===== config.mk =====
export PLATFORM = sky130hd
export DESIGN_NAME = spc_classify
export DESIGN_NICKNAME = d
export VERILOG_FILES = /design/src/hw/rtl/spc_pkg.sv /design/src/hw/rtl/spc_classify.sv
export VERILOG_INCLUDE_DIRS = /design/src /design/src/hw/rtl
export SDC_FILE = /design/constraint.sdc
export NUM_CORES = 1
export LEC_CHECK = 0
export BUFFER_PORTS_ARGS = -buffer_cell sky130_fd_sc_hd__buf_2
export CORE_MARGIN = 2
export CORE_UTILIZATION = 44
export CTS_CLUSTER_DIAMETER = 60
export CTS_CLUSTER_SIZE = 40
export DETAILED_ROUTE_END_ITERATION = 10
export GPL_TIMING_DRIVEN = 1
export HOLD_SLACK_MARGIN = 0.08
export PLACE_DENSITY = 0.86
export REMOVE_ABC_BUFFERS = 1
export SYNTH_ARGS = -nofsm -noshare
export SYNTH_HDL_FRONTEND = slang
export SYNTH_SLANG_ARGS = --single-unit

===== constraint.sdc =====
create_clock -name clk -period 6.4 [get_ports clk]
set_clock_uncertainty 0.15 [all_clocks]
set_input_delay 0 -clock clk [delete_from_list [all_inputs] [get_ports clk]]
set_output_delay 0 -clock clk [all_outputs]
set_load 0.02 [all_outputs]

===== src/hw/rtl/skeleton_pixel_classifier_defines.svh =====
// ----------------------------------------------------------------------------
// Skeleton pixel classifier assertion macros
// Shared concurrent assertion forms, clocked on clk and held off in reset.
// ----------------------------------------------------------------------------
`ifndef SKELETON_PIXEL_CLASSIFIER_DEFINES_SVH
`define SKELETON_PIXEL_CLASSIFIER_DEFINES_SVH

// same-cycle implication
`define SPC_ASSERT_NOW(name, ante, cons, msg) \
  name: assert property (@(posedge clk) disable iff (!rst_n) (ante) |-> (cons)) \
    else $error(msg);

// next-cycle implication
`define SPC_ASSERT_NEXT(name, ante, cons, msg) \
  name: assert property (@(posedge clk) disable iff (!rst_n) (ante) |=> (cons)) \
    else $error(msg);

`endif


===== src/hw/rtl/spc_pkg.sv =====
// ----------------------------------------------------------------------------
// Skeleton pixel classifier package
// Types, register codes, label codes and reset values shared by the block.
// ----------------------------------------------------------------------------
`default_nettype none

package spc_pkg;

  localparam int MAX_WIDTH_DEF = 1024;
  localparam int MAX_HEIGHT    = 4096;
  localparam int ROW_W         = 13;
  localparam int LS_DATA_W     = 16;
  localparam int CFG_DATA_W    = 13;
  localparam int CFG_INDEX_W   = 2;

  typedef enum logic [CFG_INDEX_W-1:0] {
    CFG_IMAGE_WIDTH  = 2'd0,
    CFG_IMAGE_HEIGHT = 2'd1,
    CFG_FOREGROUND   = 2'd2
  } cfg_index_t;

  localparam logic [10:0] IMAGE_WIDTH_RST  = 11'd640;
  localparam logic [12:0] IMAGE_HEIGHT_RST = 13'd480;
  localparam logic [7:0]  FOREGROUND_RST   = 8'd255;

  localparam logic OP_PIXEL = 1'b0;
  localparam logic OP_FLUSH = 1'b1;

  typedef enum logic [2:0] {
    LBL_BLANK    = 3'd0,
    LBL_NORMAL   = 3'd1,
    LBL_ENDPOINT = 3'd2,
    LBL_JUNCTION = 3'd3,
    LBL_DOT      = 3'd4
  } label_t;

  // [row][col][bit], row 0 is the oldest line, col 0 the leftmost
  typedef logic [2:0][2:0][7:0] win_t;

  typedef struct packed {
    logic [10:0] image_width;
    logic [12:0] image_height;
    logic [7:0]  foreground;
  } cfg_t;

  typedef struct packed {
    logic        valid;
    logic        top_ok;
    logic        bot_ok;
    logic        left_ok;
    logic        right_ok;
    logic        frame_end;
    logic [9:0]  col;
    logic [11:0] row;
  } meta_t;

endpackage

`default_nettype wire


===== src/hw/rtl/spc_classify.sv =====
// ----------------------------------------------------------------------------
// Skeleton pixel classifier label stage
// Counts foreground pixels in the window inside the image and registers the
// label word for the output channel.
// ----------------------------------------------------------------------------
`default_nettype none

`include "skeleton_pixel_classifier_defines.svh"

module spc_classify (
  input  wire logic           clk,
  input  wire logic           rst_n,
  input  wire logic [7:0]     foreground,
  input  wire spc_pkg::win_t  win,
  input  wire spc_pkg::meta_t meta,
  output      logic           take,
  output      logic           out_valid,
  input  wire logic           out_stall,
  output      logic [2:0]     out_label,
  output      logic [9:0]     out_col,
  output      logic [11:0]    out_row,
  output      logic           out_frame_end
);

  logic             out_valid_r;
  spc_pkg::label_t  label_r, label_nxt;
  logic [9:0]       col_r;
  logic [11:0]      row_r;
  logic             fe_r;
  logic [2:0]       row_msk, col_msk;
  logic [3:0]       count;

  assign take = !out_valid_r || !out_stall;

  always_comb begin
    row_msk = {meta.bot_ok, 1'b1, meta.top_ok};
    col_msk = {meta.right_ok, 1'b1, meta.left_ok};
    count   = '0;
    for (int i = 0; i < 3; i++) begin
      for (int j = 0; j < 3; j++) begin
        count = count + 4'(row_msk[i] && col_msk[j] && (win[i][j] == foreground));
      end
    end
    if (win[1][1] == 8'd0) begin
      label_nxt = spc_pkg::LBL_BLANK;
    end else if (count == 4'd3) begin
      label_nxt = spc_pkg::LBL_NORMAL;
    end else if (count == 4'd2) begin
      label_nxt = spc_pkg::LBL_ENDPOINT;
    end else if (count > 4'd3) begin
      label_nxt = spc_pkg::LBL_JUNCTION;
    end else begin
      label_nxt = spc_pkg::LBL_DOT;
    end
  end

  always_ff @(posedge clk) begin
    if (!rst_n) begin
      out_valid_r <= 1'b0;
    end else if (take) begin
      out_valid_r <= meta.valid;
    end
  end

  always_ff @(posedge clk) begin
    if (take && meta.valid) begin
      label_r <= label_nxt;
      col_r   <= meta.col;
      row_r   <= meta.row;
      fe_r    <= meta.frame_end;
    end
  end

  assign out_valid     = out_valid_r;
  assign out_label     = label_r;
  assign out_col       = col_r;
  assign out_row       = row_r;
  assign out_frame_end = fe_r;

  `SPC_ASSERT_NEXT(a_blank_centre, take && meta.valid && (win[1][1] == 8'd0), out_label == spc_pkg::LBL_BLANK, "zero centre not labelled blank")
  `SPC_ASSERT_NEXT(a_single_column, take && meta.valid && !meta.left_ok && !meta.right_ok, out_label != spc_pkg::LBL_JUNCTION, "junction in a one-pixel-wide frame")
  `SPC_ASSERT_NEXT(a_lone_pixel, take && meta.valid && !meta.left_ok && !meta.right_ok && !meta.top_ok && !meta.bot_ok, (out_label == spc_pkg::LBL_BLANK) || (out_label == spc_pkg::LBL_DOT), "single-pixel frame not blank or dot")

endmodule

`default_nettype wire


Word-level counts from Yosys, hierarchy flattened
Index checks and enable logic that the tools add are counted.
{"block": "op_classes", "reduce_logical": 19, "eq_ne": 11, "add_sub_neg": 8, "order_cmp": 1, "muxes": 3}
{"op": "8-bit == test", "count": 9}
{"op": "4-bit by 1-bit adder with 4-bit output", "count": 5}
{"op": "1-bit logical AND", "count": 13}
{"op": "4-bit by 2-bit == test with 1-bit output, second input constant", "count": 2}
{"op": "8-bit zero test", "count": 1}
{"op": "3-bit by 1-bit adder with 4-bit output", "count": 1}
{"op": "4-bit by 2-bit greater-than comparator with 1-bit output, second input constant", "count": 1}
{"op": "2-bit by 1-bit adder with 3-bit output", "count": 1}
{"op": "3-bit two-way mux", "count": 1}
{"op": "3-bit OR reduction", "count": 1}
{"op": "1-bit by 1-bit adder with 2-bit output", "count": 1}
{"op": "1-bit zero test", "count": 2}
{"op": "2-bit two-way mux", "count": 1}
{"op": "2-bit OR reduction", "count": 1}
{"op": "1-bit logical OR", "count": 1}
{"op": "1-bit two-way mux", "count": 1}
{"block": "word_totals", "in_bits": 111, "reg_bits": 27, "out_inout_bits": 28, "elab_cells": 49}

Logic depth before layout (Yosys ltp)
{"block": "logic_depth", "ltp_word": 14, "ltp_mapped": 13, "depth_no_buf": 12}

Worst setup path after synthesis
Ideal clock, no wire load.
{"block": "synth_path", "path_type": "input to register", "start": "in foreground[2]", "end": "reg label_r[0], in the netlist out_label[0], data pin", "arrival_ns": 3.590, "path_stages": 12, "t_required_ns": 5.984, "path_buffers": 1, "setup_slack_ns": 2.394, "setup_ns": 0.266, "cell_sequence": "buf_6 > xor2_1 > nor4_1 > nand3_1 > fa_1 > fa_1 > fa_1 > fa_1 > fa_1 > or3b_1 > o22ai_2 > a21boi_0"}
{"block": "synth_via", "elab_chain_cells": 14, "word_cells_on_any_way": 31, "classes_between": "8 x add/sub; 1 x order compare; 11 x eq/ne; 3 x mux; 8 x reduce/logical"}
{"element": "start: declaration", "line_no": "spc_classify.sv:13", "text": "input wire logic [7:0] foreground,"}
{"element": "8-bit == test", "line_no": "spc_classify.sv:41", "text": "count = count + 4'(row_msk[i] && col_msk[j] && (win[i][j] == foreground));"}
{"element": "1-bit logical AND", "line_no": "spc_classify.sv:41"}
{"element": "1-bit by 1-bit adder with 2-bit output", "line_no": "spc_classify.sv:41"}
{"element": "2-bit by 1-bit adder with 3-bit output", "line_no": "spc_classify.sv:41"}
{"element": "3-bit by 1-bit adder with 4-bit output", "line_no": "spc_classify.sv:41"}
{"element": "4-bit by 1-bit adder with 4-bit output (4 in series)", "line_no": "spc_classify.sv:41"}
{"element": "4-bit by 1-bit adder with 4-bit output *", "line_no": "spc_classify.sv:41"}
{"element": "4-bit by 2-bit greater-than comparator with 1-bit output", "line_no": "spc_classify.sv:50", "text": "end else if (count > 4'd3) begin"}
{"element": "3-bit two-way mux", "line_no": "spc_classify.sv:50"}
{"element": "2-bit two-way mux", "line_no": "spc_classify.sv:48", "text": "end else if (count == 4'd2) begin"}
{"element": "1-bit two-way mux *", "line_no": "spc_classify.sv:46", "text": "end else if (count == 4'd3) begin"}
{"element": "end signal: assignment", "line_no": "spc_classify.sv:67", "text": "label_r <= label_nxt;"}
{"element": "end: declaration", "line_no": "spc_classify.sv:26", "text": "spc_pkg::label_t label_r, label_nxt;"}
Every way passes the cells marked *; elsewhere a longest branch is shown, timed or not.
A chain may end at the register's enable or synchronous reset.

Final worst setup path
{"block": "layout_path", "start": "in foreground[2]", "end": "reg label_r[1], in the netlist out_label[1], data pin"}
{"block": "layout_via", "elab_chain_cells": 13, "word_cells_on_any_way": 31, "classes_between": "8 x add/sub; 1 x order compare; 11 x eq/ne; 2 x mux; 9 x reduce/logical"}
{"element": "8-bit == test", "line_no": "spc_classify.sv:41"}
{"element": "1-bit logical AND", "line_no": "spc_classify.sv:41"}
{"element": "1-bit by 1-bit adder with 2-bit output", "line_no": "spc_classify.sv:41"}
{"element": "2-bit by 1-bit adder with 3-bit output", "line_no": "spc_classify.sv:41"}
{"element": "3-bit by 1-bit adder with 4-bit output", "line_no": "spc_classify.sv:41"}
{"element": "4-bit by 1-bit adder with 4-bit output (4 in series)", "line_no": "spc_classify.sv:41"}
{"element": "4-bit by 1-bit adder with 4-bit output *", "line_no": "spc_classify.sv:41"}
{"element": "4-bit by 2-bit greater-than comparator with 1-bit output", "line_no": "spc_classify.sv:50"}
{"element": "3-bit two-way mux", "line_no": "spc_classify.sv:50"}
{"element": "2-bit two-way mux", "line_no": "spc_classify.sv:48"}
Marked as above.

==> out/metrics.yaml <==
slew_headroom_pct: 27.4
syn_inst: 165
use_met1_pct: 23.3
startpoint_type: "input port"
io_pins: 139
synth_top_area_share_pct: 40.3
cp_slowest_cell: "fa_1"
synth_edf_count: 26
die_w_um: 70.3
path_cells: "buf_2 > xor2_1 > nor4_1 > nand3_1 > fa_1 > fa_1 > fa_1 > fa_1 > fa_1 > or3b_1 > o22ai_2 > a21boi_0"
drtPass1Iterations: 4
synth_commonest_cells: "xor2_1 (64), edfxtp_1 (26), nor4_1 (12)"
gp_congestion: 0.853
cts_setup_buffers: 0
first_global_vias: 1935
postLayoutCellArea_um2: 2930
cts_num_sinks: 27
final_antenna_net_count: 0
holdWs_ps: 121
cts.path.max_buffers: 2
outcome: "finished clean"
grt_pass1_wl_um: 8480
grt_setup_unrepaired: "false"
cts.clk_slew.worst_paths_ps: 80
fin_nets: 446
critPathRequiredTime_ps: 6250
grt.total_usage_pct: 21.8
yosysMostFrequentCell: "xor2_1"
grt_util_met3_pct: 4.62
cts_tree: "yes"
slowest_delay_ps: 530
synth.largest_area_cell: "edfxtp_1"
port_buffers: 138
dpl_cell_area_um2: 2610
hold_violations: 0
die_y_um: 70.3
cp-end-kind: "flop"
ir_drop_mv: 0.0814
worstPathArrival_ps: 3910
post_cts_resize_count: 0
worstSetupPathType: "in -> reg"
power.density_nw_per_um2: 146
period_minus_slack_ps: 4050
drive_gt1_share_pct: 43.7
via_count: 1834
cts-htree-levels: 1
avgSynthCellArea_um2: 11.7
synthDistinctLibCells: 23
top_usage_layer: "met2"
tritoncts.num_buffers: 3
finalCritPeriodShare_pct: 63.3
remaining_drc_errors: 0
leakage_nw: 1.36
cts_hold_buf: 28
synth_area_leaders: "edfxtp_1 (40%), xor2_1 (29%), fa_1 (5.2%), buf_6 (4.1%), nor4_1 (3.9%)"
timing.final.max_slew_violations: 0
ys_ff_latch: 27
drt-total-wl_um: 5360
critPathMostFrequentCell: "fa_1"
dieArea_um2: 4950
viasPerCell: 4.84
start_util_pct: 45.1
routedWlPerCell_um: 14.2
cp_max_fo: 9
async_flop_share_pct: 0
root_buffer: "clkbuf_8"
synth_ff_type: "edfxtp_1"
dp_hpwl_um: 4310
grt_antenna_before_repair: 0
area_growth_pct: 51.4
ys_seq_area_share_pct: 41.3
design_power_total_mw: 0.427
worstMarginPinSlew_ps: 1090
netlist_area_um2: 1940
r2r_slack_ps: 4600
final.setup.tns_ps: 0
hp-class: "in -> reg"
met2_usage_pct: 42.6
clk-insertion-delay-late_ps: 260
clock.fmax_mhz: 247
globalRouteOverflowTotal: 0
cap_violations: 0
finalSetupViolCount: 0
ys_warn_count: 0
grt_max_degree: 27
fp-row-count: 24
num_antenna_cells: 0
drt-initial-drc-count: 106
coreArea_um2: 4290
## cells by family (layout without fill, tap and decap cells)
logic type               Yosys count  in the layout  synth area share (%)
XOR/XNOR                          72             72                  32.6
AND/OR/NAND/NOR                   42             42                  12.5
flip-flops                        27             27                  41.3
buffers and inverters             13            175                  5.43
adder cells (fa/ha/maj)            7              7                  6.46
AO/OA/AOI/OAI                      4              4                  1.68
## cell type report
cell class	count	area, um^2
flip-flops and latches	27	801
inverters	5	18.8
well taps	52	65.1
clock buffers	4	45.0
multi-input cells	125	1030
fillers	329	1360
repair buffers	166	971
## per-layer routing
layer,up-vias,routed length [um]
met5,-,0
met4,0,42
met3,4,426
met2,97,2900
met1,842,2000
li1,891,-
## per-stage QoR
stage	worst slack [ps]	util [%]	std cells
6_report	2350	68.3	379
5_1_grt	2150	68.3	379
4_1_cts	2360	68.3	379
3_5_place_dp	2080	60.7	347
3_3_place_gp	2190	60.7	347
2_1_floorplan	2530	-	157
## worst paths after layout
| path | from | end | depth (start not counted) |
|---|---|---|---|
| max | foreground[2] | out_label[1]$_SDFFCE_PP0P_ | 12 |
| min | win[35] | out_label[0]$_SDFFCE_PP0P_ | 4 |
| max reg2reg | out_valid$_SDFFE_PN0N_ | out_row[4]$_DFFE_PP_ | 2 |
| min reg2reg | out_valid$_SDFFE_PN0N_ | out_valid$_SDFFE_PN0N_ | 3 |
## report_power, final
part	total, mW	switching (mW)	internal [mW]	leakage (nW)
Clock	0.0906	0.0462	0.0444	0.0228
Combinational	0.129	0.0648	0.0641	1.08
Sequential	0.208	0.00266	0.205	0.258
Total	0.427	0.114	0.314	1.36
## placed cells by master (no fill, tap or decap), types with 4 or more instances in the layout
| cell type | instances |
|---|---|
| and3_1 | 5 |
| buf_2 | 138 |
| dlygate4sd3_1 | 28 |
| edfxtp_1 | 26 |
| fa_1 | 5 |
| inv_1 | 5 |
| nand3_1 | 4 |
| nand4_1 | 4 |
| nor3_1 | 8 |
| nor4_1 | 12 |
| xnor2_1 | 8 |
| xor2_1 | 64 |
## flip-flops by register name, summed over array words and instances (netlist names)
signal / flops
out_row: 12
out_col: 10
out_label: 3
out_frame_end: 1
out_valid: 1
## critical path, delay by kind of cell
family | cells | cell delay (ps)
AND/OR/NAND/NOR | 3 | 810
AO/OA/AOI/OAI | 2 | 260
adder cells (fa/ha/maj) | 5 | 2450
buffers and inverters | 1 | 190
XOR/XNOR | 1 | 190
Note: power is estimated with default switching activity, not from simulation.
